## src/rtl/nscs_pkg.sv

```systemverilog
// Package for the start code and emulation prevention stripper.
// It holds the byte patterns, the delay line depth and the header tracking type.
// No dependencies.
package nscs_pkg;

    // Byte patterns matched against the history
    localparam logic [31:0] START_CODE_WORD = 32'h0000_0001;
    localparam logic [23:0] EMULATION_WORD  = 24'h00_0003;
    localparam logic [31:0] HISTORY_RESET   = 32'hFFFF_FFFF;

    // Kept bytes wait this many places before they are emitted
    localparam int unsigned DELAY_DEPTH = 3;
    localparam int unsigned COUNT_W     = $clog2(DELAY_DEPTH + 1);

    // Header field positions
    localparam int unsigned LAYER_W = 6;
    localparam int unsigned TYPE_W  = 5;
    localparam int unsigned TYPE_LSB = 3;

    // Position in the header of the current unit
    typedef enum logic [1:0] {
        HDR_FIRST  = 2'd0,
        HDR_SECOND = 2'd1,
        HDR_DONE   = 2'd2
    } hdr_state_t;

endpackage

```

## src/rtl/nal_start_code_and_emulation_stripper.sv

```systemverilog
// Top level of the start code and emulation prevention stripper.
// Depends on nscs_pkg for patterns, depth and the header state type.
//
// Usage:
//   Input channel in_valid/in_ready/in_byte carries one raw stream byte per
//   transaction. Result channel result_valid/result_ready carries one result
//   (out_valid, out_byte, unit_start, header_valid, layer_id, unit_type).
//   A byte produces a result only when it completes a four-byte start code
//   or pushes a payload byte out of the three-byte delay line inside a unit;
//   other bytes (emulation prevention bytes, bytes before the first start
//   code, bytes filling the delay line) produce nothing.
//   A result shows on result_valid in the cycle after its byte is
//   accepted. Throughput: one byte per cycle, set by the single result
//   register; in_ready stays high while that register is empty or is being
//   taken in the same cycle.
//   Stall: while a result waits and result_ready is low, in_ready is low and
//   the result holds unchanged.
//   Reset (rst_n low, asynchronous): history set to all ones, delay line
//   empty, outside any unit, result register empty.
//   There is no flush: the last kept bytes remain in the delay line.
module nal_start_code_and_emulation_stripper (
    input  logic                          clk,
    input  logic                          rst_n,
    input  logic                          in_valid,
    output logic                          in_ready,
    input  logic [7:0]                    in_byte,
    output logic                          result_valid,
    input  logic                          result_ready,
    output logic                          out_valid,
    output logic [7:0]                    out_byte,
    output logic                          unit_start,
    output logic                          header_valid,
    output logic [nscs_pkg::LAYER_W-1:0]  layer_id,
    output logic [nscs_pkg::TYPE_W-1:0]   unit_type
);

    localparam int unsigned CW = nscs_pkg::COUNT_W;
    localparam logic [CW-1:0] FULL_COUNT = CW'(nscs_pkg::DELAY_DEPTH);

    // State
    logic [31:0]              hist_reg, hist_next;
    logic [7:0]               pend_reg [nscs_pkg::DELAY_DEPTH];
    logic [7:0]               pend_next [nscs_pkg::DELAY_DEPTH];
    logic [CW-1:0]            count_reg, count_next;
    logic                     inside_reg, inside_next;
    nscs_pkg::hdr_state_t     hdr_reg, hdr_next;
    logic [7:0]               first_reg, first_next;

    // Result register
    logic                     res_valid_reg, res_valid_next;
    logic                     res_out_valid_reg;
    logic [7:0]               res_byte_reg;
    logic                     res_start_reg;
    logic                     res_hdr_reg;
    logic [nscs_pkg::LAYER_W-1:0] res_layer_reg;
    logic [nscs_pkg::TYPE_W-1:0]  res_type_reg;

    // Decisions for the byte being accepted
    logic        accept;
    logic [31:0] hist_shift;
    logic        is_start;
    logic        is_emu;
    logic        do_pop;
    logic        emit;
    logic        load_result;
    logic [7:0]  popped;

    // Result values for the accepted byte
    logic                     r_out_valid;
    logic [7:0]               r_byte;
    logic                     r_start;
    logic                     r_hdr;
    logic [nscs_pkg::LAYER_W-1:0] r_layer;
    logic [nscs_pkg::TYPE_W-1:0]  r_type;

    assign in_ready    = !res_valid_reg || result_ready;
    assign accept      = in_valid && in_ready;
    assign hist_shift  = {hist_reg[23:0], in_byte};
    assign is_start    = (hist_shift == nscs_pkg::START_CODE_WORD);
    assign is_emu      = (hist_shift[23:0] == nscs_pkg::EMULATION_WORD);
    assign do_pop      = !is_start && !is_emu && (count_reg == FULL_COUNT);
    assign popped      = pend_reg[0];
    assign emit        = do_pop && inside_reg;
    assign load_result = accept && (emit || is_start);

    // Next state of history, delay line and header tracking
    always_comb
    begin
        hist_next   = hist_reg;
        pend_next   = pend_reg;
        count_next  = count_reg;
        inside_next = inside_reg;
        hdr_next    = hdr_reg;
        first_next  = first_reg;
        if (accept)
        begin
            hist_next = hist_shift;
            if (is_start)
            begin
                count_next  = '0;
                inside_next = 1'b1;
                hdr_next    = nscs_pkg::HDR_FIRST;
            end
            else if (!is_emu)
            begin
                if (do_pop)
                begin
                    // Advance the delay line and push the new byte
                    for (int i = 0; i < nscs_pkg::DELAY_DEPTH - 1; i++)
                    begin
                        pend_next[i] = pend_reg[i + 1];
                    end
                    pend_next[nscs_pkg::DELAY_DEPTH - 1] = in_byte;
                    if (inside_reg)
                    begin
                        unique case (hdr_reg)
                            nscs_pkg::HDR_FIRST:
                            begin
                                first_next = popped;
                                hdr_next   = nscs_pkg::HDR_SECOND;
                            end
                            nscs_pkg::HDR_SECOND:
                            begin
                                hdr_next = nscs_pkg::HDR_DONE;
                            end
                            default:
                            begin
                                hdr_next = hdr_reg;
                            end
                        endcase
                    end
                end
                else
                begin
                    // Fill the delay line
                    pend_next[count_reg[$clog2(nscs_pkg::DELAY_DEPTH)-1:0]] = in_byte;
                    count_next = count_reg + 1'b1;
                end
            end
        end
    end

    // Result fields for the accepted byte
    always_comb
    begin
        r_out_valid = emit;
        r_byte      = emit ? popped : 8'h00;
        r_start     = is_start;
        r_hdr       = 1'b0;
        r_layer     = '0;
        r_type      = '0;
        unique case (hdr_reg)
            nscs_pkg::HDR_SECOND:
            begin
                if (emit)
                begin
                    r_hdr   = 1'b1;
                    r_layer = first_reg[nscs_pkg::LAYER_W-1:0];
                    r_type  = popped[nscs_pkg::TYPE_LSB +: nscs_pkg::TYPE_W];
                end
            end
            default:
            begin
                r_hdr = 1'b0;
            end
        endcase
    end

    // Hold a result until it is taken
    always_comb
    begin
        res_valid_next = res_valid_reg;
        if (load_result)
        begin
            res_valid_next = 1'b1;
        end
        else if (result_ready)
        begin
            res_valid_next = 1'b0;
        end
    end

    // Control registers
    always_ff @(posedge clk or negedge rst_n)
    begin
        if (!rst_n)
        begin
            hist_reg      <= nscs_pkg::HISTORY_RESET;
            count_reg     <= '0;
            inside_reg    <= 1'b0;
            hdr_reg       <= nscs_pkg::HDR_FIRST;
            res_valid_reg <= 1'b0;
        end
        else
        begin
            hist_reg      <= hist_next;
            count_reg     <= count_next;
            inside_reg    <= inside_next;
            hdr_reg       <= hdr_next;
            res_valid_reg <= res_valid_next;
        end
    end

    // Payload registers
    always_ff @(posedge clk)
    begin
        pend_reg  <= pend_next;
        first_reg <= first_next;
        if (load_result)
        begin
            res_out_valid_reg <= r_out_valid;
            res_byte_reg      <= r_byte;
            res_start_reg     <= r_start;
            res_hdr_reg       <= r_hdr;
            res_layer_reg     <= r_layer;
            res_type_reg      <= r_type;
        end
    end

    assign result_valid = res_valid_reg;
    assign out_valid    = res_out_valid_reg;
    assign out_byte     = res_byte_reg;
    assign unit_start   = res_start_reg;
    assign header_valid = res_hdr_reg;
    assign layer_id     = res_layer_reg;
    assign unit_type    = res_type_reg;

endmodule

```

## config.mk

```make
export PLATFORM = sky130hd
export DESIGN_NAME = nal_start_code_and_emulation_stripper
export DESIGN_NICKNAME = d
export VERILOG_FILES = /design/src/rtl/nscs_pkg.sv /design/src/rtl/nal_start_code_and_emulation_stripper.sv
export SDC_FILE = /design/constraint.sdc
export NUM_CORES = 1
export LEC_CHECK = 0
export BUFFER_PORTS_ARGS = -buffer_cell sky130_fd_sc_hd__buf_4
export CAP_MARGIN = 20
export CORE_ASPECT_RATIO = 0.8
export CORE_UTILIZATION = 55
export CTS_CLUSTER_DIAMETER = 100
export DETAILED_ROUTE_END_ITERATION = 16
export PLACE_DENSITY = 0.79
export SLEW_MARGIN = 30
export SYNTH_ARGS = -nofsm -noshare
export SYNTH_HDL_FRONTEND = slang
export SYNTH_SLANG_ARGS = --single-unit
```

## constraint.sdc

```tcl
create_clock -name clk -period 4.4 [get_ports clk]
set_input_delay 0.66 -clock clk [delete_from_list [all_inputs] [get_ports clk]]
set_output_delay 0.66 -clock clk [all_outputs]
set_load 0.005 [all_outputs]
```

==> results.md <==
- Max reg flops: 24
- Post-route cell area: 3940 um2
- Htree depth: 3
- Status: finished, final reports clean
- Max VDD drop: 306 uV
- FF+latch count, synth: 82
- Largest net degree at the start of global routing: 31
- Ys flop type: edfxtp_1
- Hold Path Class: in2async
- IO buf count: 35
- Cells after Synth: 252
- CP max FO: 22
- Cell variety after synth: 35
- Most area-consuming cells after synthesis: edfxtp_1 46%, dfstp_2 19%, mux2_2 7.6%
- Total iterations of the first detailed-routing run: 4
- Post-synth ARST share: 0.366
- Top sig layer: met4
- Antenna diodes: 0
- Core area: 5940 um2
- Initial antenna violation count: 0
- Power Density: 494 nW/um2
- Synthesized cell area: 3400 um2
- Hold Fails Final Rpt: 0
- Slowest cell on crit path: inv_1
- Reg2reg setup slack: 1870 ps
- Worst slew margin: 0.474
- Placement row count: 25
- Leakage: 1.43 nW
- Mapped Nets: 268
- Setup violations, final: 0
- Yosys warning count: 0
- Total negative slack: 0 ps
- Number of buffers inserted by hold repair at cts: 0
- Minimum clock period after layout: 2530 ps
- Met3 routed WL: 274 um
- Iteration-0 DRC count of the detailed router: 103
- Top cell type's share of synthesized area: 0.460
- Reg clk slew, reported paths: 80 ps
- DRC viols: 0
- Critical Path End Type: register
- Fin. max-slew vios: 0
- Vias in the first global route: 1,853
- Num ports: 36
- CTS resizes: 0
- Post-synth EDFFs: 52
- Drt total wl: 5.43 mm
- Critical Path Max Stage Delay: 570 ps
- Cell depth of the worst flop-to-flop path: 5
- Cell Area, Placed: 3740 um2
- FF-to-FF End: out_byte[3]
- FF-to-FF Start: hist_reg[21]
- Share of layout cells above drive strength 1: 0.361
- Register area share after synthesis: 0.690
- Die width: 89.9 um
- Post-synthesis area per instance: 13.5 um2
- Critical path type: reg2reg
- RSZ-0062 raised after global routing: no
- Fmax: 0.395 GHz
- Avg WL per Cell: 14.4 um
- DRT met1 WL: 2.58 mm
- Vias per inst: 5.30
- DIE AREA: 6490 um2
- Clk_lat worst skew: 360 ps
- Gr usage total: 0.188
- Clock Skew: 6.75 ps
- First-pass GRT wire length: 9.08 mm
- Cell taking the most area after synthesis: edfxtp_1
- Metal2 WL: 2.50 mm
- MaxCap Viol Count: 0
- Startpoint Class: register
- Placer Congestion: 0.771
- Initial Util: 0.571
- Total gr overflow: 0
- Chip height: 72.3 um
- CTS tree: yes
- Clock tree sinks: 82
- Net count, final: 307
- Post-CTS Setup Repair Bufs: 0
- Area Growth Syn to Fin: 15.9%
- CTS buffer count: 9
- ANT nets after route: 0
- Crit path cell chain: nor4_1 -> nand3_1 -> or3_1 -> a21o_1 -> inv_1
- Vias: 1,999
- DP Wirelength: 3.71 mm
- Root buffer cell: clkbuf_8
- Fin crit share: 0.575
- Critical Path RT: 4390 ps
- Longest Clk Path Bufs: 2
- CP arrival: 2520 ps
- Worst Tran Pin Value: 787 ps
[final cells by class]
type / count / area (um2)
Multi-Input combinational cell: 154 / 985
Clock inverter: 7 / 76.3
Fill cell: 455 / 2010
Tap cell: 81 / 101
Clock buffer: 9 / 124
Timing Repair Buffer: 38 / 285
Sequential cell: 82 / 2340
Inverter: 6 / 22.5
[logic make-up after synthesis]
logic type	synth area share
compound gates	0.0520
fa+ha+maj	0.0147
mux	0.0763
buf+inv	0.0203
simple gates	0.147
flops	0.690
[power breakdown]
group | internal, W | switching [W]
Sequential | 0.00101 | 0.0000582
Clock | 0.000265 | 0.000274
Combinational | 0.000116 | 0.000221
Total | 0.00139 | 0.000553
[how the worst max path moves through the flow]
stage	startpoint	end	slack [ps]	depth (start not counted)
after floorplan	in_byte[4]	header_valid	1950	5
after global routing	hist_reg[21]	unit_type[2]	1620	5
after global placement	in_byte[6]	out_byte[6]	1510	6
final	hist_reg[21]	out_byte[3]	1870	5
after CTS	hist_reg[21]	layer_id[2]	1820	5
after detailed placement	in_byte[6]	out_valid	1510	6
[synthesized netlist by cell type (all sizes together), types with 2 or more instances]
cell     n
dfrtp    6
nand2b   2
inv      6
ha       4
nor2b    8
edfxtp  52
or3      3
o311ai   2
and2     7
and3     9
buf      4
dfstp   24
mux2    23
nand3    2
o21ai   18
nor2    15
nand2   43
clkbuf   6
nor3     2
nor4     6
[metal layers]
metal / vias up / global-route usage
met4: 0 / 0.0645
met2: 49 / 0.303
met1: 966 / 0.240
met5: - / 0
li1: 976 / -
met3: 8 / 0.0692
[metrics by stage]
stage,std cells,setup slack (ps),utilization,total power [W],hold WS (ps)
CTS,377,1820,0.662,0.00195,214
floorplan,252,1950,-,0.00131,364
detailed placement,361,1510,0.629,0.00142,426
global route,377,1620,0.662,0.00204,231
finish,377,1870,0.662,0.00194,221
global placement,361,1510,0.629,0.00141,423
[critical path: cells and delay by family, from the launching register on]
family          cells  cell delay, ps
buf+inv             1             570
compound gates      1             190
simple gates        3            1020
flops               1             370
[cells in the final DEF (no fill, tap or decap), types with 2 or more instances in the layout]
cell / instances
nor4_1: 4
nor2_1: 14
mux2_2: 23
nand3_1: 2
nor2b_1: 8
dfstp_2: 24
nor3_1: 2
and2_1: 7
nand2_1: 43
edfxtp_1: 52
dfrtp_1: 6
clkinvlp_4: 2
clkbuf_8: 9
buf_4: 38
nand2b_1: 2
inv_6: 2
ha_1: 4
o21ai_0: 18
inv_1: 6
nor4_2: 2
and3_1: 9
or3_1: 3
Note: power is estimated with default switching activity, not from simulation.
